### src/rtl/core/ccsg_pkg.sv
// Shared types, codes and constants of the clipped circle span generator.
// Used by the interfaces and by every module of the block.
package ccsg_pkg;

    localparam int CfgIdxW = 2;
    localparam logic [CfgIdxW-1:0] CFG_SURFACE_WIDTH  = 2'd0;
    localparam logic [CfgIdxW-1:0] CFG_SURFACE_HEIGHT = 2'd1;

    localparam logic [10:0] SurfaceReset = 11'd240;
    localparam logic [19:0] SqrtTopBit   = 20'h40000;

    typedef logic signed [10:0] coord_t;
    typedef logic signed [11:0] row_t;
    typedef logic [9:0]         size_t;
    typedef logic [4:0]         radius_t;
    typedef logic [10:0]        surf_t;

    typedef struct packed {
        logic        start;
        logic [19:0] operand;
    } sqrt_req_t;

    typedef struct packed {
        logic       done;
        logic [9:0] root;
    } sqrt_rsp_t;

    typedef enum logic [3:0] {
        ST_IDLE,
        ST_PR2,
        ST_CR2,
        ST_ROW,
        ST_CSTART,
        ST_CWAIT,
        ST_OV2,
        ST_RSTART,
        ST_RWAIT,
        ST_CLIP,
        ST_EMIT
    } ctrl_state_t;

endpackage

### src/rtl/core/ccsg_if.sv
// Channel interfaces of the clipped circle span generator: shape input,
// span output and configuration write. Depends on ccsg_pkg.
interface ccsg_in_if
    import ccsg_pkg::*;
();
    logic    valid;
    logic    ready;
    coord_t  rect_cx;
    coord_t  rect_cy;
    size_t   rect_half_w;
    size_t   rect_half_h;
    size_t   corner_r;
    coord_t  circle_x;
    coord_t  circle_y;
    radius_t circle_r;

    modport source (output valid, rect_cx, rect_cy, rect_half_w, rect_half_h, corner_r,
                    circle_x, circle_y, circle_r, input ready);
    modport sink (input valid, rect_cx, rect_cy, rect_half_w, rect_half_h, corner_r,
                  circle_x, circle_y, circle_r, output ready);
    modport mon (input valid, ready, rect_cx, rect_cy, rect_half_w, rect_half_h, corner_r,
                 circle_x, circle_y, circle_r);
endinterface

interface ccsg_out_if
    import ccsg_pkg::*;
();
    logic  valid;
    logic  ready;
    row_t  row_y;
    size_t span_x0;
    size_t span_x1;
    logic  visible;
    logic  last;

    modport source (output valid, row_y, span_x0, span_x1, visible, last, input ready);
    modport sink (input valid, row_y, span_x0, span_x1, visible, last, output ready);
    modport mon (input valid, ready, row_y, span_x0, span_x1, visible, last);
endinterface

interface ccsg_cfg_if
    import ccsg_pkg::*;
();
    logic               valid;
    logic               ready;
    logic [CfgIdxW-1:0] index;
    surf_t              data;

    modport source (output valid, index, data, input ready);
    modport sink (input valid, index, data, output ready);
    modport mon (input valid, ready, index, data);
endinterface

### src/rtl/core/ccsg_sqrt.sv
// Bit-by-bit integer square root of a 20-bit operand, one step per cycle.
// Depends on ccsg_pkg for the request and response structs.
module ccsg_sqrt
    import ccsg_pkg::*;
(
    input  logic      clk,
    input  logic      rst_n,
    input  sqrt_req_t req,
    output sqrt_rsp_t rsp
);

    logic [19:0] rem_reg;
    logic [19:0] root_reg;
    logic [19:0] bit_reg;
    logic        busy_reg;
    logic        done_reg;
    logic [20:0] trial;
    logic        take;

    assign trial = {1'b0, root_reg} + {1'b0, bit_reg};
    assign take  = {1'b0, rem_reg} >= trial;

    always_ff @(posedge clk or negedge rst_n)
    begin
        if (!rst_n)
        begin
            busy_reg <= 1'b0;
            done_reg <= 1'b0;
        end
        else
        begin
            done_reg <= 1'b0;
            if (req.start)
            begin
                busy_reg <= 1'b1;
            end
            else if (busy_reg && bit_reg[0])
            begin
                busy_reg <= 1'b0;
                done_reg <= 1'b1;
            end
        end
    end

    always_ff @(posedge clk)
    begin
        if (req.start)
        begin
            rem_reg  <= req.operand;
            root_reg <= '0;
            bit_reg  <= SqrtTopBit;
        end
        else if (busy_reg)
        begin
            if (take)
            begin
                rem_reg  <= rem_reg - trial[19:0];
                root_reg <= (root_reg >> 1) + bit_reg;
            end
            else
            begin
                root_reg <= root_reg >> 1;
            end
            bit_reg <= bit_reg >> 2;
        end
    end

    assign rsp.done = done_reg;
    assign rsp.root = root_reg[9:0];

endmodule

### src/rtl/core/ccsg_ctrl.sv
// Row sequencer and datapath: walks the circle rows, drives the shared
// squarer and square root unit, and holds the output register. Uses ccsg_pkg.
module ccsg_ctrl
    import ccsg_pkg::*;
#(
    parameter int MAX_CIRCLE_R = 31
)
(
    input  logic          clk,
    input  logic          rst_n,
    ccsg_in_if.sink       shape_in,
    ccsg_out_if.source    span_out,
    input  surf_t         surf_w,
    input  surf_t         surf_h,
    output sqrt_req_t     sq_req,
    input  sqrt_rsp_t     sq_rsp
);

    localparam radius_t MaxR = radius_t'(MAX_CIRCLE_R);

    ctrl_state_t state_reg;
    ctrl_state_t state_next;

    coord_t              rcx_reg;
    coord_t              rcy_reg;
    size_t               hw_reg;
    size_t               hh_reg;
    size_t               cr_reg;
    coord_t              px_reg;
    coord_t              py_reg;
    radius_t             pr_reg;
    logic [9:0]          pr2_reg;
    logic [19:0]         cr2_reg;
    logic signed [5:0]   dy_reg;
    logic [9:0]          dy2_reg;
    row_t                y_reg;
    logic [11:0]         ad_reg;
    logic                in_rect_reg;
    logic signed [12:0]  over_reg;
    logic [19:0]         over2_reg;
    logic [4:0]          dx_reg;
    size_t               hwrow_reg;
    logic signed [12:0]  x0n_reg;
    logic signed [12:0]  x1n_reg;
    logic                ok_reg;

    logic                out_valid_reg;
    row_t                row_y_reg;
    size_t               x0_reg;
    size_t               x1_reg;
    logic                vis_reg;
    logic                last_reg;

    logic                accept;
    logic                slot_free;
    logic                is_last;
    radius_t             pr_in;
    size_t               cr_in;
    size_t               cr_hw;
    logic [5:0]          abs_dy;
    logic [9:0]          sq_in;
    logic [19:0]         sq_prod;
    row_t                y_now;
    logic signed [12:0]  d_now;
    logic signed [12:0]  x0_raw;
    logic signed [12:0]  x1_raw;
    logic signed [12:0]  lo;
    logic signed [12:0]  hi;
    logic signed [12:0]  x0_rect;
    logic signed [12:0]  x1_rect;
    logic signed [12:0]  wm1;
    logic signed [12:0]  x0_fin;
    logic signed [12:0]  x1_fin;
    logic                vis_fin;

    assign accept    = shape_in.valid && shape_in.ready;
    assign slot_free = !out_valid_reg || span_out.ready;
    assign is_last   = dy_reg == $signed({1'b0, pr_reg});

    assign pr_in = (shape_in.circle_r > MaxR) ? MaxR : shape_in.circle_r;
    assign cr_hw = (shape_in.corner_r > shape_in.rect_half_w) ? shape_in.rect_half_w
                                                               : shape_in.corner_r;
    assign cr_in = (cr_hw > shape_in.rect_half_h) ? shape_in.rect_half_h : cr_hw;

    assign abs_dy  = dy_reg[5] ? 6'(-dy_reg) : 6'(dy_reg);
    assign sq_prod = 20'(sq_in) * 20'(sq_in);

    assign y_now = 12'(py_reg) + 12'(dy_reg);
    assign d_now = 13'(y_now) - 13'(rcy_reg);

    assign x0_raw  = 13'(px_reg) - $signed({8'b0, dx_reg});
    assign x1_raw  = 13'(px_reg) + $signed({8'b0, dx_reg});
    assign lo      = 13'(rcx_reg) - $signed({3'b0, hwrow_reg});
    assign hi      = 13'(rcx_reg) + $signed({3'b0, hwrow_reg});
    assign x0_rect = (x0_raw < lo) ? lo : x0_raw;
    assign x1_rect = (x1_raw > hi) ? hi : x1_raw;

    assign wm1     = $signed({2'b0, surf_w}) - 13'sd1;
    assign x0_fin  = x0n_reg[12] ? 13'sd0 : x0n_reg;
    assign x1_fin  = (x1n_reg > wm1) ? wm1 : x1n_reg;
    assign vis_fin = ok_reg && (x0_fin <= x1_fin);

    always_comb
    begin
        state_next = state_reg;
        unique case (state_reg)
            ST_IDLE:
            begin
                if (accept)
                begin
                    state_next = ST_PR2;
                end
            end
            ST_PR2:    state_next = ST_CR2;
            ST_CR2:    state_next = ST_ROW;
            ST_ROW:    state_next = ST_CSTART;
            ST_CSTART: state_next = ST_CWAIT;
            ST_CWAIT:
            begin
                if (sq_rsp.done)
                begin
                    if (!in_rect_reg || over_reg <= 13'sd0)
                    begin
                        state_next = ST_CLIP;
                    end
                    else
                    begin
                        state_next = ST_OV2;
                    end
                end
            end
            ST_OV2:    state_next = ST_RSTART;
            ST_RSTART: state_next = ST_RWAIT;
            ST_RWAIT:
            begin
                if (sq_rsp.done)
                begin
                    state_next = ST_CLIP;
                end
            end
            ST_CLIP:   state_next = ST_EMIT;
            ST_EMIT:
            begin
                if (slot_free)
                begin
                    state_next = is_last ? ST_IDLE : ST_ROW;
                end
            end
            default:   state_next = ST_IDLE;
        endcase
    end

    always_comb
    begin
        shape_in.ready = 1'b0;
        sq_in          = '0;
        sq_req.start   = 1'b0;
        sq_req.operand = '0;
        unique case (state_reg)
            ST_IDLE:   shape_in.ready = 1'b1;
            ST_PR2:    sq_in = {5'b0, pr_reg};
            ST_CR2:    sq_in = cr_reg;
            ST_ROW:    sq_in = {4'b0, abs_dy};
            ST_OV2:    sq_in = over_reg[9:0];
            ST_CSTART:
            begin
                sq_req.start   = 1'b1;
                sq_req.operand = {10'b0, pr2_reg - dy2_reg};
            end
            ST_RSTART:
            begin
                sq_req.start   = 1'b1;
                sq_req.operand = cr2_reg - over2_reg;
            end
            default:
            begin
                sq_in = '0;
            end
        endcase
    end

    always_ff @(posedge clk or negedge rst_n)
    begin
        if (!rst_n)
        begin
            state_reg     <= ST_IDLE;
            out_valid_reg <= 1'b0;
        end
        else
        begin
            state_reg <= state_next;
            if (state_reg == ST_EMIT && slot_free)
            begin
                out_valid_reg <= 1'b1;
            end
            else if (span_out.ready)
            begin
                out_valid_reg <= 1'b0;
            end
        end
    end

    always_ff @(posedge clk)
    begin
        case (state_reg)
            ST_IDLE:
            begin
                if (accept)
                begin
                    rcx_reg <= shape_in.rect_cx;
                    rcy_reg <= shape_in.rect_cy;
                    hw_reg  <= shape_in.rect_half_w;
                    hh_reg  <= shape_in.rect_half_h;
                    cr_reg  <= cr_in;
                    px_reg  <= shape_in.circle_x;
                    py_reg  <= shape_in.circle_y;
                    pr_reg  <= pr_in;
                    dy_reg  <= -$signed({1'b0, pr_in});
                end
            end
            ST_PR2: pr2_reg <= sq_prod[9:0];
            ST_CR2: cr2_reg <= sq_prod;
            ST_ROW:
            begin
                dy2_reg <= sq_prod[9:0];
                y_reg   <= y_now;
                ad_reg  <= d_now[12] ? 12'(-d_now) : 12'(d_now);
            end
            ST_CSTART:
            begin
                in_rect_reg <= (ad_reg <= {2'b0, hh_reg}) && (hw_reg != '0);
                over_reg    <= $signed({3'b0, cr_reg}) + $signed({1'b0, ad_reg})
                               - $signed({3'b0, hh_reg});
            end
            ST_CWAIT:
            begin
                dx_reg    <= sq_rsp.root[4:0];
                hwrow_reg <= hw_reg;
            end
            ST_OV2: over2_reg <= sq_prod;
            ST_RWAIT:
            begin
                if (sq_rsp.done)
                begin
                    hwrow_reg <= hw_reg - (cr_reg - sq_rsp.root);
                end
            end
            ST_CLIP:
            begin
                x0n_reg <= x0_rect;
                x1n_reg <= x1_rect;
                ok_reg  <= in_rect_reg && (x0_rect <= x1_rect) && !y_reg[11]
                           && (y_reg < $signed({1'b0, surf_h}));
            end
            ST_EMIT:
            begin
                if (slot_free)
                begin
                    row_y_reg <= y_reg;
                    x0_reg    <= vis_fin ? x0_fin[9:0] : 10'd0;
                    x1_reg    <= vis_fin ? x1_fin[9:0] : 10'd0;
                    vis_reg   <= vis_fin;
                    last_reg  <= is_last;
                    if (!is_last)
                    begin
                        dy_reg <= dy_reg + 6'sd1;
                    end
                end
            end
            default:
            begin
                dy_reg <= dy_reg;
            end
        endcase
    end

    assign span_out.valid   = out_valid_reg;
    assign span_out.row_y   = row_y_reg;
    assign span_out.span_x0 = x0_reg;
    assign span_out.span_x1 = x1_reg;
    assign span_out.visible = vis_reg;
    assign span_out.last    = last_reg;

endmodule

### src/rtl/core/clipped_circle_span_generator.sv
// One shape beat (circle plus clipping rounded rectangle) yields 2*circle_r+1 row beats,
// one per row from the top of the circle down, the final one flagged last. Each row runs
// a 10-step square root for the chord and, where the row crosses a rectangle corner, a
// second one. An item runs setup steps before its rows, and an output stall holds a row;
// all square roots run in turn on the single shared square root unit. The input is not
// ready while an item is in work; the next item is taken while the final row beat still
// waits at the output. Surface size registers reset to 240; the user must write them only
// while the block is idle, since the block itself does not enforce it.
module clipped_circle_span_generator
    import ccsg_pkg::*;
#(
    parameter int MAX_CIRCLE_R = 31,
    parameter int MAX_SURFACE  = 1024
)
(
    input  logic       clk,
    input  logic       rst_n,
    ccsg_in_if.sink    shape_in,
    ccsg_out_if.source span_out,
    ccsg_cfg_if.sink   cfg
);

    localparam logic [12:0] MaxSurf = 13'(MAX_SURFACE);

    surf_t     surface_width_reg;
    surf_t     surface_height_reg;
    surf_t     surf_w;
    surf_t     surf_h;
    sqrt_req_t sq_req;
    sqrt_rsp_t sq_rsp;

    assign cfg.ready = 1'b1;

    always_ff @(posedge clk or negedge rst_n)
    begin
        if (!rst_n)
        begin
            surface_width_reg  <= SurfaceReset;
            surface_height_reg <= SurfaceReset;
        end
        else if (cfg.valid && cfg.ready)
        begin
            unique case (cfg.index)
                CFG_SURFACE_WIDTH:  surface_width_reg  <= cfg.data;
                CFG_SURFACE_HEIGHT: surface_height_reg <= cfg.data;
                default:            surface_width_reg  <= surface_width_reg;
            endcase
        end
    end

    assign surf_w = ({2'b0, surface_width_reg} > MaxSurf) ? MaxSurf[10:0] : surface_width_reg;
    assign surf_h = ({2'b0, surface_height_reg} > MaxSurf) ? MaxSurf[10:0]
                                                            : surface_height_reg;

    ccsg_ctrl #(
        .MAX_CIRCLE_R(MAX_CIRCLE_R)
    ) u_ctrl (
        .clk      (clk),
        .rst_n    (rst_n),
        .shape_in (shape_in),
        .span_out (span_out),
        .surf_w   (surf_w),
        .surf_h   (surf_h),
        .sq_req   (sq_req),
        .sq_rsp   (sq_rsp)
    );

    ccsg_sqrt u_sqrt (
        .clk   (clk),
        .rst_n (rst_n),
        .req   (sq_req),
        .rsp   (sq_rsp)
    );

endmodule

### src/flat_wrapper.sv
// flat-port wrapper written by rule: the top's interface ports become plain ports
module clipped_circle_span_generator_flat import ccsg_pkg::*;
#(
    parameter int MAX_CIRCLE_R = 31,
    parameter int MAX_SURFACE  = 1024
)
  (clk, rst_n, shape_in_valid, shape_in_rect_cx, shape_in_rect_cy, shape_in_rect_half_w, shape_in_rect_half_h, shape_in_corner_r, shape_in_circle_x, shape_in_circle_y, shape_in_circle_r, shape_in_ready, span_out_valid, span_out_row_y, span_out_span_x0, span_out_span_x1, span_out_visible, span_out_last, span_out_ready, cfg_valid, cfg_index, cfg_data, cfg_ready);
  ccsg_in_if shape_in_i ();
  ccsg_out_if span_out_i ();
  ccsg_cfg_if cfg_i ();
  input  logic clk;
  input  logic rst_n;
  input wire logic [$bits(shape_in_i.valid)-1:0] shape_in_valid;
  input wire logic [$bits(shape_in_i.rect_cx)-1:0] shape_in_rect_cx;
  input wire logic [$bits(shape_in_i.rect_cy)-1:0] shape_in_rect_cy;
  input wire logic [$bits(shape_in_i.rect_half_w)-1:0] shape_in_rect_half_w;
  input wire logic [$bits(shape_in_i.rect_half_h)-1:0] shape_in_rect_half_h;
  input wire logic [$bits(shape_in_i.corner_r)-1:0] shape_in_corner_r;
  input wire logic [$bits(shape_in_i.circle_x)-1:0] shape_in_circle_x;
  input wire logic [$bits(shape_in_i.circle_y)-1:0] shape_in_circle_y;
  input wire logic [$bits(shape_in_i.circle_r)-1:0] shape_in_circle_r;
  output wire logic [$bits(shape_in_i.ready)-1:0] shape_in_ready;
  output wire logic [$bits(span_out_i.valid)-1:0] span_out_valid;
  output wire logic [$bits(span_out_i.row_y)-1:0] span_out_row_y;
  output wire logic [$bits(span_out_i.span_x0)-1:0] span_out_span_x0;
  output wire logic [$bits(span_out_i.span_x1)-1:0] span_out_span_x1;
  output wire logic [$bits(span_out_i.visible)-1:0] span_out_visible;
  output wire logic [$bits(span_out_i.last)-1:0] span_out_last;
  input wire logic [$bits(span_out_i.ready)-1:0] span_out_ready;
  input wire logic [$bits(cfg_i.valid)-1:0] cfg_valid;
  input wire logic [$bits(cfg_i.index)-1:0] cfg_index;
  input wire logic [$bits(cfg_i.data)-1:0] cfg_data;
  output wire logic [$bits(cfg_i.ready)-1:0] cfg_ready;
  assign shape_in_i.valid = shape_in_valid;
  assign shape_in_i.rect_cx = shape_in_rect_cx;
  assign shape_in_i.rect_cy = shape_in_rect_cy;
  assign shape_in_i.rect_half_w = shape_in_rect_half_w;
  assign shape_in_i.rect_half_h = shape_in_rect_half_h;
  assign shape_in_i.corner_r = shape_in_corner_r;
  assign shape_in_i.circle_x = shape_in_circle_x;
  assign shape_in_i.circle_y = shape_in_circle_y;
  assign shape_in_i.circle_r = shape_in_circle_r;
  assign shape_in_ready = shape_in_i.ready;
  assign span_out_valid = span_out_i.valid;
  assign span_out_row_y = span_out_i.row_y;
  assign span_out_span_x0 = span_out_i.span_x0;
  assign span_out_span_x1 = span_out_i.span_x1;
  assign span_out_visible = span_out_i.visible;
  assign span_out_last = span_out_i.last;
  assign span_out_i.ready = span_out_ready;
  assign cfg_i.valid = cfg_valid;
  assign cfg_i.index = cfg_index;
  assign cfg_i.data = cfg_data;
  assign cfg_ready = cfg_i.ready;
  clipped_circle_span_generator #(.MAX_CIRCLE_R(MAX_CIRCLE_R), .MAX_SURFACE(MAX_SURFACE)) u_core (.clk(clk), .rst_n(rst_n), .shape_in(shape_in_i), .span_out(span_out_i), .cfg(cfg_i));
endmodule
### config.mk
export PLATFORM = sky130hd
export DESIGN_NAME = clipped_circle_span_generator_flat
export DESIGN_NICKNAME = d
export VERILOG_FILES = /design/src/rtl/core/ccsg_pkg.sv /design/src/rtl/core/ccsg_if.sv /design/src/rtl/core/ccsg_sqrt.sv /design/src/rtl/core/ccsg_ctrl.sv /design/src/rtl/core/clipped_circle_span_generator.sv /design/src/flat_wrapper.sv
export SDC_FILE = /design/constraint.sdc
export NUM_CORES = 1
export LEC_CHECK = 0
export BUFFER_PORTS_ARGS = -buffer_cell sky130_fd_sc_hd__buf_2
export CORE_ASPECT_RATIO = 0.7
export CORE_MARGIN = 10
export CORE_UTILIZATION = 45
export CTS_BUF_LIST = sky130_fd_sc_hd__clkbuf_16
export CTS_CLUSTER_DIAMETER = 40
export DETAILED_ROUTE_END_ITERATION = 8
export SYNTH_ARGS = -nofsm -noshare
export SYNTH_HDL_FRONTEND = slang
export SYNTH_SLANG_ARGS = --single-unit
### constraint.sdc
create_clock -name clk -period 10.3 [get_ports clk]
set_input_delay 0.515 -clock clk [delete_from_list [all_inputs] [get_ports clk]]
set_output_delay 0.515 -clock clk [all_outputs]
set_load 0.01 [all_outputs]
==> impl_metrics.csv, run 1 <==
group,metric,value,unit
setup_path,crit_arrival,7.51,ns
clock_network,cts_root_buf,"clkbuf_16",
route,initialDrtViolationCount,1393,
final_layout,area_growth,12.6,%
placed_design,port_buffers,132,
synth,syn_nets,2974,
route,drt-pass1-iter-count,5,
sta,finalCritPeriodShare,0.696,
sta,finalHoldViolations,0,
global_routing,grt_pass1_vias,18499,
sta,rsz0062_at_grt,"false",
final_layout,layout_common_cells,"inv_1, ha_1, edfxtp_1",
setup_path,path_class,"register to register",
status,status,"completed",
global_routing,grt_use_total,0.190,
global_routing,antenna_found_initial,1,
die,fp.dieH,218,µm
synth,syn_inst,2509,
worst_hold_path,min_path_type,"input pin to register",
power_and_ir_drop,p_leak,12.6,nW
synth,syn-cell-area,25200,µm²
sta,maxSlewViolCount,0,
synth,syn_avg_cell_area,10.0,µm²
clock_network,cts_tree,"done",
global_routing,grt_pass1_wl,101,mm
route,vias,18696,
die,ios,134,
sta,fmax,140,MHz
global_routing,grt_overflow,0,
placed_design,place.gp.congestion,0.872,
power_and_ir_drop,max-vdd-ir-drop,0.000154,V
sta,slew_headroom,0.126,
sta,finalClockSkew,0.0136,ns
final_layout,fin_util,0.513,
die,coreArea,55300,µm²
synth,synth_seq_cells,332,
clock_network,clock_latency,0.61,ns
synth,synth_edf_count,273,
route,vias_per_cell,5.45,
synth,synth.distinct_cells,83,
synth,ys_top_cells_by_area,"edfxtp_1, ha_1, fa_1, inv_1, xnor2_1",
setup_path,startpoint_type,"register",
die,start_util,0.455,
setup_path,required,10.65,ns
clock_network,clock_path_buffers,3,
clock_network,cts_num_sinks,332,
final_layout,layout_commonest_cell,"inv_1",
route,drtAntennaViolNets,0,
clock_network,cts_setup_buffers,0,
die,rows,72,
synth,async_flop_share,0.0873,
route,routedWlPerCell,18.3,µm
synth,yosysSeqAreaShare,0.379,
route,routed_wl,62.8,mm
synth,synth.top_cell.area_share,0.326,
clock_network,cts_made_buffers,50,
final_layout,fin_area,28400,µm²
placed_design,place_area,26700,µm²
die,dieWidth,303,µm
flow_run,max-cap-violations,0,
power_and_ir_drop,p_per_area,331,nW/µm²
placed_design,dp_hpwl,49.8,mm
synth,yosys.area.top_type,"edfxtp_1",
clock_network,clk_pin_slew,0.06,ns
sta,fin_setup_tns,0,ns
final_layout,final_nets,3113,
synth,synthFlopType,"edfxtp_1",
setup_path,cp-end-kind,"register",
die,dieArea,65900,µm²
sta,period_minus_slack,7.16,ns
sta,finalSetupViolations,0,
final_layout,drive_above_1_share,0.123,
clock_network,htreeDepth,2,
sta,max_slew.worst_pin.slew,1.31,ns
route,drc,0,
synth,synth_warnings,0,
setup_path,cp_max_fo,27,
global_routing,grt_max_degree,80,
==> worst max-delay path, stage by stage (launching register included) <==
cell and delay [ns]:
dfrtp_1 0.56, nand2b_1 0.33, nor2_2 0.07, buf_4 0.25
a22oi_1 0.81, nor2_1 0.14, fa_1 0.59, inv_1 0.06
fa_1 0.51, inv_1 0.05, ha_1 0.31, fa_1 0.54
inv_1 0.05, fa_1 0.50, inv_1 0.05, ha_1 0.24
or3_1 0.39, a311oi_1 0.40, o31ai_1 0.21, nor2_1 0.13
nor2_1 0.06, o21a_1 0.19, o41a_1 0.32, xor2_1 0.16
==> layout make-up <==
class / count / area [µm²]
Multi-Input combinational cell: 1785 / 14200
Timing Repair Buffer: 153 / 821
Inverter: 326 / 1220
Clock inverter: 43 / 429
Sequential cell: 332 / 9530
Clock buffer: 50 / 1250
Antenna cell: 1 / 2.50
Tap cell: 740 / 926
Fill cell: 5028 / 27000
==> power by group <==
part	switching (mW)	internal (mW)	total (mW)
Clock	0.704	0.997	1.70
Sequential	0.326	2.12	2.45
Combinational	3.08	2.17	5.25
==> metrics by stage <==
| stage | power, mW | cells | hold slack (ns) | worst slack (ns) |
|---|---|---|---|---|
| final | 9.40 | 3430 | 0.0788 | 3.14 |
| after global routing | 10.2 | 3430 | 0.0575 | 2.61 |
| after CTS | 9.41 | 3429 | 0.0478 | 3.12 |
| after detailed placement | 7.65 | 3335 | 0.449 | 3.16 |
| after global placement | 7.52 | 3335 | 0.440 | 3.33 |
| after floorplan | 6.33 | 2509 | 0.219 | 2.39 |
==> what timing repair did <==
action / in CTS / in global routing
endpoints found under the hold margin: 21 / 0
hold buffers: 1 / 0
gates resized for setup: 0 / 0
==> worst paths after layout <==
| path | from | to | slack [ns] | cells after the start |
|---|---|---|---|---|
| min reg2reg | u_core.u_ctrl.y_reg[10]$_DFFE_PP_ | u_core.u_ctrl.span_out.row_y[10]$_DFFE_PP_ | 0.47 | 0 |
| max in group asynchronous | rst_n | u_core.u_ctrl.state_reg[1]$_DFFE_PN0P_ | 9.28 | 2 |
| min in group asynchronous | rst_n | u_core.surface_width_reg[3]$_DFFE_PN0P_ | 0.54 | 2 |
| max reg2reg | u_core.u_ctrl.state_reg[0]$_DFFE_PN0P_ | u_core.u_ctrl.over2_reg[18]$_DFFE_PN_ | 3.14 | 23 |
| max | u_core.u_ctrl.state_reg[0]$_DFFE_PN0P_ | u_core.u_ctrl.over2_reg[18]$_DFFE_PN_ | 3.14 | 23 |
| min | shape_in_rect_cy[3] | u_core.u_ctrl.rcy_reg[3]$_DFFE_PP_ | 0.08 | 1 |
==> Yosys cell counts, types with 9 or more instances <==
library cell / number
o21a_1: 37
nor2b_1: 45
a22oi_1: 9
or3_1: 17
nor2_1: 204
mux2i_1: 36
o21bai_1: 20
xor2_1: 58
fa_1: 74
nand3_1: 26
and3_1: 25
nand2_1: 130
clkbuf_1: 54
dfrtp_1: 21
and2_1: 10
a31oi_1: 24
o31ai_1: 19
a211oi_1: 34
nor3_1: 58
nand4_1: 22
inv_1: 325
dfxtp_1: 30
or2_2: 17
edfxtp_1: 273
a21o_1: 37
xnor2_1: 124
nand2b_1: 25
o211ai_1: 10
a21oi_1: 127
nor4_1: 12
o21ai_0: 109
ha_1: 294
o31a_1: 14
o22ai_1: 13
mux2_2: 48
==> routing by layer <==
metal / share of wire / wire, µm / GRT usage
met1: 0.51 / 32000 / 0.289
met3: 0.065 / 4110 / 0.0344
met4: 0.017 / 1050 / 0.0431
met5: 0 / 0 / 0
met2: 0.41 / 25600 / 0.273
==> kinds of logic after synthesis <==
family	synth area share
AO/OA/AOI/OAI	0.136
XOR/XNOR	0.0633
adder cells (fa/ha/maj)	0.205
buffers and inverters	0.0593
flip-flops	0.379
multiplexers	0.0358
other	0.000149
AND/OR/NAND/NOR	0.121
Note: power is estimated with default switching activity, not from simulation.
==> run 2, diff against run 1 <==
- clock period: 10.3 -> 6.6 ns (I/O delays scaled with it)
==> impl_metrics.csv, run 2 (same netlist as run 1, synthesis figures left out) <==
group,metric,value,unit
worst_hold_path,min_path_type,"input pin to register",
final_layout,fillCellCount,4882,
power_and_ir_drop,p_leak,13.0,nW
sta,slew_headroom,0.234,
setup_path,reg2reg_from,"u_core.u_ctrl.dy_reg[1]$_DFFE_PP_",
sta,max_slew.worst_pin.slew,1.15,ns
die,coreArea,55300,µm²
flow_run,max-cap-violations,0,
global_routing,grt_pass1_vias,19024,
global_routing,grt_overflow,0,
route,drc,0,
worst_hold_path,holdPathStages,1,
sta,period_minus_slack,6.33,ns
final_layout,area_growth,16.8,%
sta,fmax,158,MHz
clock_network,clk_pin_slew,0.07,ns
sta,finalClockSkew,0.0241,ns
placed_design,dp_hpwl,50.9,mm
final_layout,multi_input_area,14300,µm²
clock_network,htreeDepth,2,
die,ios,134,
die,fp.dieH,218,µm
sta,finalHoldViolations,0,
clock_network,clock_path_buffers,3,
setup_path,startpoint_type,"register",
placed_design,place.gp.congestion,0.892,
route,initialDrtViolationCount,1382,
global_routing,grt_pass1_wl,103,mm
setup_path,crit_path_frequent_cell,"inv_1",
route,routed_wl,65.1,mm
setup_path,required,6.92,ns
route,routedWlPerCell,18.4,µm
die,dieArea,65900,µm²
global_routing,antenna_found_initial,4,
setup_path,path_class,"register to register",
power_and_ir_drop,p_per_area,501,nW/µm²
power_and_ir_drop,max-vdd-ir-drop,0.000312,V
sta,maxSlewViolCount,0,
worst_hold_path,min-delay-start,"shape_in_rect_half_w[6]",
final_layout,fin_area,29400,µm²
setup_path,crit_arrival,6.66,ns
clock_network,cts_root_buf,"clkbuf_16",
sta,finalCritPeriodShare,0.960,
route,vias_per_cell,5.43,
route,drtAntennaViolNets,0,
final_layout,final_nets,3225,
setup_path,ff2ff_path_depth,26,
die,dieWidth,303,µm
route,vias,19211,
global_routing,grt_use_total,0.195,
setup_path,reg2reg_to,"u_core.u_ctrl.cr2_reg[18]$_DFFE_PP_",
placed_design,place_area,26900,µm²
worst_hold_path,min_to,"u_core.u_ctrl.hw_reg[6]$_DFFE_PP_",
sta,fin_setup_tns,0,ns
setup_path,cp-end-kind,"register",
clock_network,cts_made_buffers,46,
final_layout,layout_commonest_cell,"inv_1",
placed_design,port_buffers,132,
clock_network,cts_tree,"done",
final_layout,drive_above_1_share,0.138,
setup_path,critPathMaxStageDelay,0.54,ns
route,drt-pass1-iter-count,7,
setup_path,crit_path_top_delay_cell,"fa_1",
die,start_util,0.455,
global_routing,grt_max_degree,80,
status,status,"completed",
final_layout,layout_common_cells,"inv_1, ha_1, edfxtp_1",
sta,finalSetupViolations,0,
final_layout,ff_latch_area,9530,µm²
setup_path,cp_max_fo,7,
clock_network,clock_latency,0.59,ns
die,rows,72,
setup_path,r2r_setup_slack,0.27,ns
clock_network,cts_num_sinks,332,
==> run 2: cell count changes in the layout (fill, tap and decap cells not counted), moves of 4 or more <==
cell / delta
dlygate4sd3_1: +78
inv_6: -4
o31ai_1: -4
inv_2: +4
buf_4: +38
inv_8: -6
ha_1: -4
ha_2: +4
==> run 2: final cells by class <==
type / instances / area share
sequential: 332 / 0.324
inverter: 326 / 0.0418
clock buffer: 47 / 0.0400
tap: 740 / 0.0315
antenna: 2 / 0.000170
multi-input combinational: 1785 / 0.488
timing repair buffer: 269 / 0.0642
clock inverter: 39 / 0.0102
==> run 2: timing repair <==
| action | in CTS | in global routing |
|---|---|---|
| gates resized for setup | 1 | 30 |
| setup buffers | 0 | 11 |
| hold buffers | 79 | 0 |
| pin swaps | 0 | 13 |
| setup endpoints to repair | 2 | 22 |
| hold endpoints to repair | 108 | 0 |
==> run 2: per-layer routing <==
metal  track usage  part of all wire  vias up
li1              -                 -     9403
met1         0.288              0.50     9230
met2         0.293              0.42      495
met3        0.0339             0.063       83
met4        0.0452             0.016        0
met5             0                 0        -
==> run 2: worst max-delay path: cells and delay by family, from the launching register on <==
| family | cells | cell delay (ns) |
|---|---|---|
| xor+xnor | 2 | 0.34 |
| fa+ha+maj | 7 | 2.67 |
| simple gates | 4 | 0.64 |
| flops | 1 | 0.39 |
| compound gates | 6 | 1.37 |
| buf+inv | 7 | 0.64 |
==> run 2: how the worst max path moves through the flow <==
stage	slack (ns)	endpoint	start	cells after the start
2_1_floorplan	0.01	u_core.u_ctrl.cr2_reg[18]$_DFFE_PP_	u_core.u_ctrl.state_reg[3]$_DFFE_PN0P_	25
3_3_place_gp	0.18	u_core.u_ctrl.over2_reg[18]$_DFFE_PN_	u_core.u_ctrl.dy_reg[1]$_DFFE_PP_	27
3_5_place_dp	0.05	u_core.u_ctrl.cr2_reg[18]$_DFFE_PP_	u_core.u_ctrl.dy_reg[0]$_DFFE_PP_	26
4_1_cts	0.09	u_core.u_ctrl.cr2_reg[18]$_DFFE_PP_	u_core.u_ctrl.dy_reg[1]$_DFFE_PP_	26
5_1_grt	-0.04	u_core.u_ctrl.cr2_reg[18]$_DFFE_PP_	u_core.u_ctrl.dy_reg[1]$_DFFE_PP_	27
6_report	0.27	u_core.u_ctrl.cr2_reg[18]$_DFFE_PP_	u_core.u_ctrl.dy_reg[1]$_DFFE_PP_	26
==> run 2: stage by stage <==
| step | power, mW | util | hold slack (ns) | worst slack, ns | cells |
|---|---|---|---|---|---|
| after detailed placement | 12.1 | 0.486 | 0.447 | 0.0455 | 3362 |
| after CTS | 14.6 | 0.527 | 0.0957 | 0.0936 | 3527 |
| after floorplan | 9.90 | - | 0.0344 | 0.0126 | 2509 |
| after global placement | 11.8 | 0.486 | 0.435 | 0.184 | 3362 |
| final | 14.7 | 0.531 | 0.126 | 0.266 | 3540 |
| after global routing | 15.9 | 0.531 | 0.107 | -0.0377 | 3540 |
==> run 2: report_power, final <==
part	total (mW)	internal, mW	switching [mW]
logic	8.55	3.55	5.00
registers	3.77	3.31	0.462
clock network	2.38	1.37	1.02
